<file path="src/hdl/irm_pkg.sv">
// ----------------------------------------------------------------------------
// irm_pkg
// shared types, codes and constants of the icmp reply matcher
// ----------------------------------------------------------------------------
`timescale 1ns / 1ps

package irm_pkg;

  localparam int MAX_PACKET = 1024;
  localparam int OFF_W      = $clog2(MAX_PACKET + 1);

  localparam int SUM_DEPTH  = 2;
  localparam int SUM_PTR_W  = (SUM_DEPTH > 1) ? $clog2(SUM_DEPTH) : 1;
  localparam int SUM_CNT_W  = $clog2(SUM_DEPTH + 1);

  localparam int CFG_IDX_W  = 3;
  localparam int CFG_DATA_W = 32;

  localparam int MIN_IP_HDR  = 20;
  localparam int MSG_HDR_LEN = 8;

  localparam logic [7:0] PROTO_ICMP     = 8'd1;
  localparam logic [7:0] PROTO_TCP      = 8'd6;
  localparam logic [7:0] PROTO_UDP      = 8'd17;
  localparam logic [7:0] MSG_ECHO_REPLY = 8'd0;
  localparam logic [7:0] MSG_UNREACH    = 8'd3;
  localparam logic [7:0] MSG_TIME_EXC   = 8'd11;

  localparam logic [7:0] TTL_TOP_HI  = 8'd255;
  localparam logic [7:0] TTL_TOP_MID = 8'd128;
  localparam logic [7:0] TTL_TOP_LOW = 8'd64;

  typedef enum logic [CFG_IDX_W-1:0] {
    REG_PROBE_MODE  = 3'd0,
    REG_SESSION_ID  = 3'd1,
    REG_PROBE_SEQ   = 3'd2,
    REG_SRC_PORT    = 3'd3,
    REG_TARGET_ADDR = 3'd4
  } cfg_reg_e;

  typedef enum logic [1:0] {
    MODE_ECHO    = 2'd0,
    MODE_VARIANT = 2'd1,
    MODE_UDP     = 2'd2,
    MODE_TCP     = 2'd3
  } probe_mode_e;

  typedef enum logic [1:0] {
    KIND_NONE     = 2'd0,
    KIND_ECHO     = 2'd1,
    KIND_TIME_EXC = 2'd2,
    KIND_UNREACH  = 2'd3
  } reply_kind_e;

  typedef enum logic [1:0] {
    DEV_UNKNOWN = 2'd0,
    DEV_LOW     = 2'd1,
    DEV_MID     = 2'd2,
    DEV_HI      = 2'd3
  } dev_class_e;

  typedef enum logic [1:0] {
    CHK_NONE = 2'd0,
    CHK_PAIR = 2'd1,
    CHK_PORT = 2'd2
  } chk_e;

  typedef struct packed {
    probe_mode_e probe_mode;
    logic [15:0] session_id;
    logic [15:0] probe_seq;
    logic [15:0] src_port;
    logic [31:0] target_addr;
  } cfg_t;

  typedef struct packed {
    logic [7:0] data_byte;
    logic       last_byte;
  } pkt_in_t;

  typedef struct packed {
    logic        matched;
    reply_kind_e reply_kind;
    logic [31:0] responder_addr;
    logic [7:0]  responder_ttl;
    dev_class_e  device_class;
    logic [6:0]  hop_distance;
    logic        target_hit;
  } res_t;

  typedef struct packed {
    chk_e        chk;
    reply_kind_e kind;
    logic [15:0] word_a;
    logic [15:0] word_b;
    logic [7:0]  ttl;
    logic [31:0] src;
  } sum_t;

endpackage

</file>
<file path="src/hdl/irm_front.sv">
// ----------------------------------------------------------------------------
// irm_front
// byte parser: captures header fields and classifies the packet on its last
// word
// ----------------------------------------------------------------------------
`timescale 1ns / 1ps

module irm_front (
  input  logic                  clk_i,
  input  logic                  rst_ni,
  input  logic                  accept_i,
  input  irm_pkg::pkt_in_t      in_word_i,
  input  irm_pkg::probe_mode_e  probe_mode_i,
  output logic                  sum_valid_o,
  output irm_pkg::sum_t         sum_o
);
  import irm_pkg::*;

  logic [OFF_W-1:0] off_q, off_d, off_len;
  logic [5:0]       hlen_q, hlen_d, ilen_q, ilen_d;
  logic [7:0]       proto_q, proto_d, ttl_q, ttl_d, mtype_q, mtype_d, iproto_q, iproto_d;
  logic [31:0]      src_q, src_d;
  logic [15:0]      eid_q, eid_d, eseq_q, eseq_d, wa_q, wa_d, wb_q, wb_d;
  logic [OFF_W-1:0] h_x, i_x, p_x;
  logic [7:0]       b;
  logic             pos_ok, icmp_mode, base_ok, quote_ok;
  sum_t             sum;

  assign b         = in_word_i.data_byte;
  assign pos_ok    = off_q < OFF_W'(MAX_PACKET);
  assign icmp_mode = (probe_mode_i == MODE_ECHO) || (probe_mode_i == MODE_VARIANT);

  // field capture, later fields see positions from this word's header length
  always_comb begin
    off_len  = pos_ok ? off_q + 1'b1 : off_q;
    hlen_d   = hlen_q;
    ttl_d    = ttl_q;
    proto_d  = proto_q;
    src_d    = src_q;
    mtype_d  = mtype_q;
    eid_d    = eid_q;
    eseq_d   = eseq_q;
    ilen_d   = ilen_q;
    iproto_d = iproto_q;
    wa_d     = wa_q;
    wb_d     = wb_q;
    if (pos_ok && off_q == '0)          hlen_d        = {b[3:0], 2'b00};
    if (pos_ok && off_q == OFF_W'(8))   ttl_d         = b;
    if (pos_ok && off_q == OFF_W'(9))   proto_d       = b;
    if (pos_ok && off_q == OFF_W'(12))  src_d[31:24]  = b;
    if (pos_ok && off_q == OFF_W'(13))  src_d[23:16]  = b;
    if (pos_ok && off_q == OFF_W'(14))  src_d[15:8]   = b;
    if (pos_ok && off_q == OFF_W'(15))  src_d[7:0]    = b;
    h_x = OFF_W'(hlen_d);
    if (pos_ok && off_q == h_x)               mtype_d      = b;
    if (pos_ok && off_q == h_x + OFF_W'(4))   eid_d[15:8]  = b;
    if (pos_ok && off_q == h_x + OFF_W'(5))   eid_d[7:0]   = b;
    if (pos_ok && off_q == h_x + OFF_W'(6))   eseq_d[15:8] = b;
    if (pos_ok && off_q == h_x + OFF_W'(7))   eseq_d[7:0]  = b;
    i_x = h_x + OFF_W'(MSG_HDR_LEN);
    if (pos_ok && off_q == i_x)               ilen_d       = {b[3:0], 2'b00};
    if (pos_ok && off_q == i_x + OFF_W'(9))   iproto_d     = b;
    p_x = i_x + OFF_W'(ilen_d);
    if (icmp_mode) begin
      if (pos_ok && off_q == p_x + OFF_W'(4)) wa_d[15:8] = b;
      if (pos_ok && off_q == p_x + OFF_W'(5)) wa_d[7:0]  = b;
      if (pos_ok && off_q == p_x + OFF_W'(6)) wb_d[15:8] = b;
      if (pos_ok && off_q == p_x + OFF_W'(7)) wb_d[7:0]  = b;
    end else begin
      if (pos_ok && off_q == p_x)             wa_d[15:8] = b;
      if (pos_ok && off_q == p_x + OFF_W'(1)) wa_d[7:0]  = b;
    end
    off_d = off_len;
  end

  // classification on the final word
  always_comb begin
    base_ok  = (off_len >= OFF_W'(MIN_IP_HDR)) && (proto_d == PROTO_ICMP) && (off_len >= i_x);
    quote_ok = (off_len >= i_x + OFF_W'(MIN_IP_HDR)) && (off_len >= p_x + OFF_W'(MSG_HDR_LEN));
    sum      = '0;
    sum.ttl  = ttl_d;
    sum.src  = src_d;
    sum.chk  = CHK_NONE;
    sum.kind = KIND_NONE;
    if (base_ok) begin
      if (mtype_d == MSG_ECHO_REPLY && probe_mode_i == MODE_ECHO) begin
        sum.kind   = KIND_ECHO;
        sum.chk    = CHK_PAIR;
        sum.word_a = eid_d;
        sum.word_b = eseq_d;
      end else if (mtype_d == MSG_TIME_EXC || mtype_d == MSG_UNREACH) begin
        sum.kind   = (mtype_d == MSG_TIME_EXC) ? KIND_TIME_EXC : KIND_UNREACH;
        sum.word_a = wa_d;
        sum.word_b = wb_d;
        if (quote_ok) begin
          if (icmp_mode && iproto_d == PROTO_ICMP) begin
            sum.chk = CHK_PAIR;
          end else if (probe_mode_i == MODE_UDP && iproto_d == PROTO_UDP) begin
            sum.chk = CHK_PORT;
          end else if (probe_mode_i == MODE_TCP && iproto_d == PROTO_TCP) begin
            sum.chk = CHK_PORT;
          end
        end
      end
    end
  end

  assign sum_valid_o = accept_i && in_word_i.last_byte;
  assign sum_o       = sum;

  always_ff @(posedge clk_i or negedge rst_ni) begin
    if (!rst_ni) begin
      off_q    <= '0;
      hlen_q   <= '0;
      ttl_q    <= '0;
      proto_q  <= '0;
      src_q    <= '0;
      mtype_q  <= '0;
      eid_q    <= '0;
      eseq_q   <= '0;
      ilen_q   <= '0;
      iproto_q <= '0;
      wa_q     <= '0;
      wb_q     <= '0;
    end else if (accept_i) begin
      if (in_word_i.last_byte) begin
        off_q    <= '0;
        hlen_q   <= '0;
        ttl_q    <= '0;
        proto_q  <= '0;
        src_q    <= '0;
        mtype_q  <= '0;
        eid_q    <= '0;
        eseq_q   <= '0;
        ilen_q   <= '0;
        iproto_q <= '0;
        wa_q     <= '0;
        wb_q     <= '0;
      end else begin
        off_q    <= off_d;
        hlen_q   <= hlen_d;
        ttl_q    <= ttl_d;
        proto_q  <= proto_d;
        src_q    <= src_d;
        mtype_q  <= mtype_d;
        eid_q    <= eid_d;
        eseq_q   <= eseq_d;
        ilen_q   <= ilen_d;
        iproto_q <= iproto_d;
        wa_q     <= wa_d;
        wb_q     <= wb_d;
      end
    end
  end

endmodule

</file>
<file path="src/hdl/irm_sum_fifo.sv">
// ----------------------------------------------------------------------------
// irm_sum_fifo
// short queue of packet summaries between the parser and the decision stage
// ----------------------------------------------------------------------------
`timescale 1ns / 1ps

module irm_sum_fifo (
  input  logic           clk_i,
  input  logic           rst_ni,
  input  logic           push_i,
  input  irm_pkg::sum_t  data_i,
  input  logic           pop_i,
  output irm_pkg::sum_t  data_o,
  output logic           full_o,
  output logic           empty_o
);
  import irm_pkg::*;

  sum_t                 mem_q [SUM_DEPTH];
  logic [SUM_PTR_W-1:0] wr_ptr_q, wr_ptr_d, rd_ptr_q, rd_ptr_d;
  logic [SUM_CNT_W-1:0] cnt_q, cnt_d;
  logic                 do_push, do_pop;

  assign full_o  = cnt_q == SUM_CNT_W'(SUM_DEPTH);
  assign empty_o = cnt_q == '0;
  assign do_push = push_i && !full_o;
  assign do_pop  = pop_i && !empty_o;
  assign data_o  = mem_q[rd_ptr_q];

  always_comb begin
    wr_ptr_d = wr_ptr_q;
    rd_ptr_d = rd_ptr_q;
    cnt_d    = cnt_q;
    if (do_push) begin
      wr_ptr_d = (wr_ptr_q == SUM_PTR_W'(SUM_DEPTH - 1)) ? '0 : wr_ptr_q + 1'b1;
    end
    if (do_pop) begin
      rd_ptr_d = (rd_ptr_q == SUM_PTR_W'(SUM_DEPTH - 1)) ? '0 : rd_ptr_q + 1'b1;
    end
    if (do_push && !do_pop) begin
      cnt_d = cnt_q + 1'b1;
    end else if (do_pop && !do_push) begin
      cnt_d = cnt_q - 1'b1;
    end
  end

  always_ff @(posedge clk_i or negedge rst_ni) begin
    if (!rst_ni) begin
      wr_ptr_q <= '0;
      rd_ptr_q <= '0;
      cnt_q    <= '0;
    end else begin
      wr_ptr_q <= wr_ptr_d;
      rd_ptr_q <= rd_ptr_d;
      cnt_q    <= cnt_d;
    end
  end

  always_ff @(posedge clk_i) begin
    if (do_push) begin
      mem_q[wr_ptr_q] <= data_i;
    end
  end

endmodule

</file>
<file path="src/hdl/irm_back.sv">
// ----------------------------------------------------------------------------
// irm_back
// decision stage: id and port compare, ttl banding and the result register
// ----------------------------------------------------------------------------
`timescale 1ns / 1ps

module irm_back (
  input  logic           clk_i,
  input  logic           rst_ni,
  input  logic           sum_valid_i,
  input  irm_pkg::sum_t  sum_i,
  output logic           sum_pop_o,
  input  irm_pkg::cfg_t  cfg_i,
  input  logic           pop_i,
  output logic           empty_o,
  output irm_pkg::res_t  out_word_o
);
  import irm_pkg::*;

  logic       valid_q;
  res_t       res_q, res_d;
  logic       match;
  logic [7:0] hops;
  dev_class_e cls;

  assign sum_pop_o  = sum_valid_i && (!valid_q || pop_i);
  assign empty_o    = !valid_q;
  assign out_word_o = res_q;

  always_comb begin
    case (sum_i.chk)
      CHK_PAIR: match = (sum_i.word_a == cfg_i.session_id) && (sum_i.word_b == cfg_i.probe_seq);
      CHK_PORT: match = sum_i.word_a == cfg_i.src_port;
      default:  match = 1'b0;
    endcase
    if (sum_i.ttl > TTL_TOP_MID) begin
      cls  = DEV_HI;
      hops = TTL_TOP_HI - sum_i.ttl;
    end else if (sum_i.ttl > TTL_TOP_LOW) begin
      cls  = DEV_MID;
      hops = TTL_TOP_MID - sum_i.ttl;
    end else if (sum_i.ttl != '0) begin
      cls  = DEV_LOW;
      hops = TTL_TOP_LOW - sum_i.ttl;
    end else begin
      cls  = DEV_UNKNOWN;
      hops = '0;
    end
    res_d = '0;
    if (match) begin
      res_d.matched        = 1'b1;
      res_d.reply_kind     = sum_i.kind;
      res_d.responder_addr = sum_i.src;
      res_d.responder_ttl  = sum_i.ttl;
      res_d.device_class   = cls;
      res_d.hop_distance   = hops[6:0];
      res_d.target_hit     = sum_i.src == cfg_i.target_addr;
    end
  end

  always_ff @(posedge clk_i or negedge rst_ni) begin
    if (!rst_ni) begin
      valid_q <= 1'b0;
    end else if (sum_pop_o) begin
      valid_q <= 1'b1;
    end else if (pop_i) begin
      valid_q <= 1'b0;
    end
  end

  always_ff @(posedge clk_i) begin
    if (sum_pop_o) begin
      res_q <= res_d;
    end
  end

endmodule

</file>
<file path="src/hdl/icmp_reply_matcher_unit.sv">
// ----------------------------------------------------------------------------
// icmp_reply_matcher_unit
// a packet summary is queued as its last byte is taken and loads the result register once it is empty or popped
// throughput: one packet byte per cycle while the summary queue is not full, set by the byte parser
// a two-entry summary queue and the result register decouple parser and pop
// reset: asynchronous, clears the parser, queues and configuration to zero
// ----------------------------------------------------------------------------
`timescale 1ns / 1ps

module icmp_reply_matcher_unit (
  input  logic                              clk_i,
  input  logic                              rst_ni,
  input  logic                              push,
  output logic                              full,
  input  irm_pkg::pkt_in_t                  in_word_i,
  output logic                              empty,
  input  logic                              pop,
  output irm_pkg::res_t                     out_word_o,
  input  logic                              cfg_we_i,
  input  logic [irm_pkg::CFG_IDX_W-1:0]     cfg_idx_i,
  input  logic [irm_pkg::CFG_DATA_W-1:0]    cfg_data_i
);
  import irm_pkg::*;

  cfg_t cfg_q;
  logic accept, front_valid, fifo_empty, sum_pop;
  sum_t front_sum, fifo_sum;

  assign accept = push && !full;

  always_ff @(posedge clk_i or negedge rst_ni) begin
    if (!rst_ni) begin
      cfg_q <= '0;
    end else if (cfg_we_i) begin
      case (cfg_reg_e'(cfg_idx_i))
        REG_PROBE_MODE:  cfg_q.probe_mode  <= probe_mode_e'(cfg_data_i[1:0]);
        REG_SESSION_ID:  cfg_q.session_id  <= cfg_data_i[15:0];
        REG_PROBE_SEQ:   cfg_q.probe_seq   <= cfg_data_i[15:0];
        REG_SRC_PORT:    cfg_q.src_port    <= cfg_data_i[15:0];
        REG_TARGET_ADDR: cfg_q.target_addr <= cfg_data_i[31:0];
        default: ;
      endcase
    end
  end

  irm_front u_front (
    .clk_i        (clk_i),
    .rst_ni       (rst_ni),
    .accept_i     (accept),
    .in_word_i    (in_word_i),
    .probe_mode_i (cfg_q.probe_mode),
    .sum_valid_o  (front_valid),
    .sum_o        (front_sum)
  );

  irm_sum_fifo u_fifo (
    .clk_i   (clk_i),
    .rst_ni  (rst_ni),
    .push_i  (front_valid),
    .data_i  (front_sum),
    .pop_i   (sum_pop),
    .data_o  (fifo_sum),
    .full_o  (full),
    .empty_o (fifo_empty)
  );

  irm_back u_back (
    .clk_i       (clk_i),
    .rst_ni      (rst_ni),
    .sum_valid_i (!fifo_empty),
    .sum_i       (fifo_sum),
    .sum_pop_o   (sum_pop),
    .cfg_i       (cfg_q),
    .pop_i       (pop),
    .empty_o     (empty),
    .out_word_o  (out_word_o)
  );

endmodule

</file>
<file path="config.mk">
export PLATFORM = sky130hd
export DESIGN_NAME = icmp_reply_matcher_unit
export DESIGN_NICKNAME = d
export VERILOG_FILES = /design/src/hdl/irm_pkg.sv /design/src/hdl/irm_front.sv /design/src/hdl/irm_sum_fifo.sv /design/src/hdl/irm_back.sv /design/src/hdl/icmp_reply_matcher_unit.sv
export SDC_FILE = /design/constraint.sdc
export NUM_CORES = 1
export LEC_CHECK = 0
export BUFFER_PORTS_ARGS = -buffer_cell sky130_fd_sc_hd__buf_2
export CAP_MARGIN = 20
export CORE_MARGIN = 3
export CORE_UTILIZATION = 35
export CTS_CLUSTER_SIZE = 30
export DETAILED_ROUTE_END_ITERATION = 8
export SYNTH_ARGS = -nofsm -noshare
export SYNTH_HDL_FRONTEND = slang
export SYNTH_HIERARCHICAL = 1
export SYNTH_SLANG_ARGS = --single-unit
</file>
<file path="constraint.sdc">
create_clock -name clk_i -period 7.4 [get_ports clk_i]
set_input_delay 0.74 -clock clk_i [delete_from_list [all_inputs] [get_ports clk_i]]
set_output_delay 0.74 -clock clk_i [all_outputs]
set_load 0.005 [all_outputs]
</file>
==> insert_results.sql <==
INSERT INTO impl_metrics (metric_group, metric, value, unit) VALUES
('logic_synthesis', 'synthCells', '1923', ''),
('floorplanning', 'initial_core_util', '35.4', '%'),
('cells_and_area', 'regArea', '12100', 'um^2'),
('timing', 'max_slew.worst_pin.slew', '1.13', 'ns'),
('timing', 'timing.max_slew.rel_slack', '24.6', '%'),
('power_and_ir_drop', 'pnr_total_power', '10.1', 'mW'),
('critical_path', 'cp-startpoint', 'u_front/off_q[1]', ''),
('critical_path', 'worstSetupEndpointType', 'flop', ''),
('placed_design', 'dpl-instance-area', '24800', 'um^2'),
('clock_network', 'clock_latency', '0.60', 'ns'),
('drt', 'num_vias', '16100', ''),
('critical_path', 'critical_path.reg2reg.startpoint', 'u_front/off_q[1]', ''),
('run_status', 'outcome', 'completed', ''),
('placed_design', 'number_of_port_buffers', '103', ''),
('clock_network', 'hold_buffers', '0', ''),
('critical_path', 'critPathMaxFanout', '7', ''),
('power_and_ir_drop', 'power_leakage', '10.9', 'nW'),
('critical_path', 'reg2reg_setup_slack', '0.32', 'ns'),
('critical_path', 'required_time_of_the_critical_path', '7.69', 'ns'),
('logic_synthesis', 'netlist_area', '23400', 'um^2'),
('drt', 'final_antenna_net_count', '0', ''),
('logic_synthesis', 'synth.ff_latch_count', '443', ''),
('placed_design', 'place.gp.congestion', '0.957', ''),
('timing', 'timing_hold_violations_final', '0', ''),
('global_route', 'first_pass_grt_wire_length', '98400', 'um'),
('global_route', 'grt_start_max_net_pins', '166', ''),
('drt', 'wl_met2', '30200', 'um'),
('floorplanning', 'coreArea', '66000', 'um^2'),
('job', 'maxCapViolCount', '0', ''),
('clock_network', 'cts_tree', 'done', ''),
('placed_design', 'placed_cells', '2832', ''),
('drt', 'route.met3.wl', '4140', 'um'),
('floorplanning', 'top_level_ports', '104', ''),
('timing', 'maxClockFrequency', '0.141', 'GHz'),
('critical_path', 'worst_path_max_delay_cell', 'sky130_fd_sc_hd__a2111o_1', ''),
('cells_and_area', 'layout.cells.non_filler', '2932', ''),
('timing', 'post-route-min-period', '7.08', 'ns'),
('logic_synthesis', 'synth_edf_count', '205', ''),
('clock_network', 'clkTransAtPathRegs', '0.06', 'ns'),
('cells_and_area', 'area_growth', '13.6', '%'),
('critical_path', 'timing.critical_path.from_type', 'flop', ''),
('global_route', 'first_global_vias', '16100', ''),
('timing', 'final-max-slew-violation-count', '0', ''),
('cells_and_area', 'n_fill_cell', '6217', ''),
('clock_network', 'cts_max_level', '2', ''),
('floorplanning', 'floorplan.rows', '94', ''),
('drt', 'top_layer_used', 'met4', ''),
('power_and_ir_drop', 'max-vdd-ir-drop', '0.206', 'mV'),
('timing', 'finalSetupViolations', '0', ''),
('timing', 'maximum_clock_skew_at_final_layout', '0.0294', 'ns'),
('clock_network', 'cts_buffer_depth', '3', ''),
('clock_network', 'cts.sinks', '443', ''),
('global_route', 'gr-total-overflow', '0', ''),
('critical_path', 'timing.reg2reg.worst_path_depth', '27', ''),
('critical_path', 'worst_path_most_repeated_cell', 'sky130_fd_sc_hd__ha_1', ''),
('logic_synthesis', 'ys_async_sr_fraction', '53.7', '%'),
('drt', 'drt_wl_cell', '22.1', 'um'),
('drt', 'm1WireLength', '28800', 'um'),
('cells_and_area', 'multi_input_comb_area', '10500', 'um^2'),
('logic_synthesis', 'post_synth_num_cell_types', '99', ''),
('cells_and_area', 'postLayoutCoreUtil', '40.3', '%'),
('clock_network', 'cts_made_buffers', '49', ''),
('drt', 'drt_first_iter_violations', '1688', ''),
('critical_path', 'crit_type', 'flop to flop', ''),
('logic_synthesis', 'synthFlopType', 'sky130_fd_sc_hd__dfrtp_1', ''),
('cells_and_area', 'drive_gt1_share', '24.2', '%'),
('logic_synthesis', 'synth_sequential_area_ratio', '51.8', '%'),
('global_route', 'number_of_antenna_violations_at_the_first_check_in_global_routing', '0', ''),
('logic_synthesis', 'synth.avg_cell_area', '12.2', 'um^2'),
('critical_path', 'timing.critical_path.max_delay_family', 'compound AO/OA/AOI/OAI gates', ''),
('critical_path', 'critPathArrivalTime', '7.38', 'ns');
## repair_timing
action | in CTS | in global routing
endpoints found under the hold margin | 0 | 0
setup buffers | 0 | 5
endpoints found under the setup margin | 0 | 100
gates resized for setup | 0 | 25
## state kept, by name, indices dropped and copies added (netlist names), 2 cells and up
name / cells
cfg_q: 82
u_back/out_word_o: 53
u_fifo/cnt_q: 2
u_fifo/mem_q: 152
u_front/eid_q: 16
u_front/eseq_q: 16
u_front/hlen_q: 6
u_front/ilen_q: 6
u_front/iproto_q: 8
u_front/mtype_q: 8
u_front/off_q: 11
u_front/proto_q: 8
u_front/src_q: 32
u_front/ttl_q: 8
u_front/wa_q: 16
u_front/wb_q: 16
## how the worst max path moves through the flow
stage          depth (start not counted)                  end  slack (ns)
5_1_grt                               29  u_fifo/mem_q[0][47]       -0.03
3_3_place_gp                          26  u_fifo/mem_q[0][66]        0.25
6_report                              27  u_fifo/mem_q[0][47]        0.32
2_1_floorplan                         33  u_fifo/mem_q[0][63]        0.04
4_1_cts                               26  u_fifo/mem_q[1][69]        0.01
3_5_place_dp                          27     u_front/wb_q[13]        0.03
## Yosys cell counts, drive strengths merged, types with 11 or more instances
cell,count,area [um^2]
a21boi,41,308
a21oi,52,268
a22o,48,420
a31oi,11,83.8
and2,18,113
buf,55,420
clkbuf,55,210
dfrtp,238,5960
edfxtp,205,6160
ha,56,701
inv,61,229
mux2,200,2550
mux2i,76,761
nand2,151,572
nand2b,16,100
nand3,35,185
nand4,24,156
nor2,56,210
nor3,32,165
nor4,22,153
o21ai,102,518
o22ai,49,307
o2bb2ai,15,131
xnor2,91,797
xor2,57,499
## power breakdown
group	total [mW]	internal, mW	switching [mW]
Sequential	3.28	3.02	0.257
Clock	2.40	1.39	1.01
Combinational	4.47	1.80	2.67
## logic make-up after synthesis
group / count (synthesis) / synth area share [%]
flip-flops: 443 / 51.8
AO/OA/AOI/OAI: 405 / 12.3
multiplexers: 276 / 14.2
other: 1 / 0.0160
XOR/XNOR: 150 / 5.74
buffers and inverters: 174 / 3.72
adder cells (fa/ha/maj): 57 / 3.08
AND/OR/NAND/NOR: 417 / 9.15
## placed cells by master, fill, tap and decap left out, types with 9 or more instances in the layout
cell type,count
sky130_fd_sc_hd__a211oi_1,9
sky130_fd_sc_hd__a21boi_1,39
sky130_fd_sc_hd__a21o_1,9
sky130_fd_sc_hd__a21oi_1,48
sky130_fd_sc_hd__a22o_1,48
sky130_fd_sc_hd__a31oi_1,10
sky130_fd_sc_hd__and2_1,15
sky130_fd_sc_hd__buf_2,103
sky130_fd_sc_hd__buf_4,54
sky130_fd_sc_hd__clkbuf_1,15
sky130_fd_sc_hd__clkbuf_16,51
sky130_fd_sc_hd__clkinv_2,10
sky130_fd_sc_hd__dfrtp_1,237
sky130_fd_sc_hd__edfxtp_1,205
sky130_fd_sc_hd__ha_1,56
sky130_fd_sc_hd__inv_1,60
sky130_fd_sc_hd__mux2_2,120
sky130_fd_sc_hd__mux2_4,80
sky130_fd_sc_hd__mux2i_1,76
sky130_fd_sc_hd__nand2_1,149
sky130_fd_sc_hd__nand2b_1,16
sky130_fd_sc_hd__nand3_1,31
sky130_fd_sc_hd__nand4_1,23
sky130_fd_sc_hd__nor2_1,53
sky130_fd_sc_hd__nor3_1,30
sky130_fd_sc_hd__nor4_1,20
sky130_fd_sc_hd__o21ai_0,74
sky130_fd_sc_hd__o21ai_1,25
sky130_fd_sc_hd__o22ai_1,49
sky130_fd_sc_hd__o2bb2ai_1,15
sky130_fd_sc_hd__or3_1,9
sky130_fd_sc_hd__xnor2_1,91
sky130_fd_sc_hd__xor2_1,56
## metrics by stage
stage	hold slack (ns)	worst slack [ns]	TNS (ns)
2_1_floorplan	0.442	0.0433	0
3_3_place_gp	0.459	0.252	0
3_5_place_dp	0.464	0.0287	0
4_1_cts	0.118	0.0134	0
5_1_grt	0.147	-0.0273	-0.138
6_report	0.118	0.317	0
## per-layer routing
metal / vias up / track usage, %
met2: 538 / 29.3
met4: 0 / 5.63
li1: 7312 / -
met5: - / 0
met3: 106 / 3.26
met1: 8156 / 24.6
## worst register-to-register path, cell delays in order (launching register included)
cell	delay, ns
sky130_fd_sc_hd__dfrtp_1	0.38
sky130_fd_sc_hd__inv_1	0.12
sky130_fd_sc_hd__ha_1	0.25
sky130_fd_sc_hd__or3b_1	0.41
sky130_fd_sc_hd__o31ai_2	0.30
sky130_fd_sc_hd__and2_1	0.20
sky130_fd_sc_hd__ha_1	0.26
sky130_fd_sc_hd__xnor2_1	0.15
sky130_fd_sc_hd__a21oi_2	0.16
sky130_fd_sc_hd__a21bo_2	0.27
sky130_fd_sc_hd__nand4b_1	0.23
sky130_fd_sc_hd__or2_4	0.30
sky130_fd_sc_hd__and2_1	0.16
sky130_fd_sc_hd__ha_1	0.20
sky130_fd_sc_hd__fa_2	0.35
sky130_fd_sc_hd__a21oi_1	0.19
sky130_fd_sc_hd__a41oi_2	0.09
sky130_fd_sc_hd__and2_4	0.26
sky130_fd_sc_hd__o22a_1	0.28
sky130_fd_sc_hd__a2111o_1	0.44
sky130_fd_sc_hd__a31oi_4	0.27
sky130_fd_sc_hd__o21ai_2	0.17
sky130_fd_sc_hd__mux2_2	0.33
sky130_fd_sc_hd__a2111oi_4	0.31
sky130_fd_sc_hd__buf_4	0.19
sky130_fd_sc_hd__buf_2	0.19
sky130_fd_sc_hd__mux2i_1	0.20
sky130_fd_sc_hd__o22ai_1	0.12
## cell type report
| type | instances | share of cell area [%] |
|---|---|---|
| clock buffer | 70 | 5.22 |
| timing repair buffer | 163 | 3.82 |
| multi-input combinational | 1306 | 39.6 |
| sequential | 443 | 45.6 |
| inverter | 64 | 0.904 |
| clock inverter | 22 | 0.754 |
| tap | 864 | 4.07 |
No activity file was read; power rests on OpenSTA's default activity.
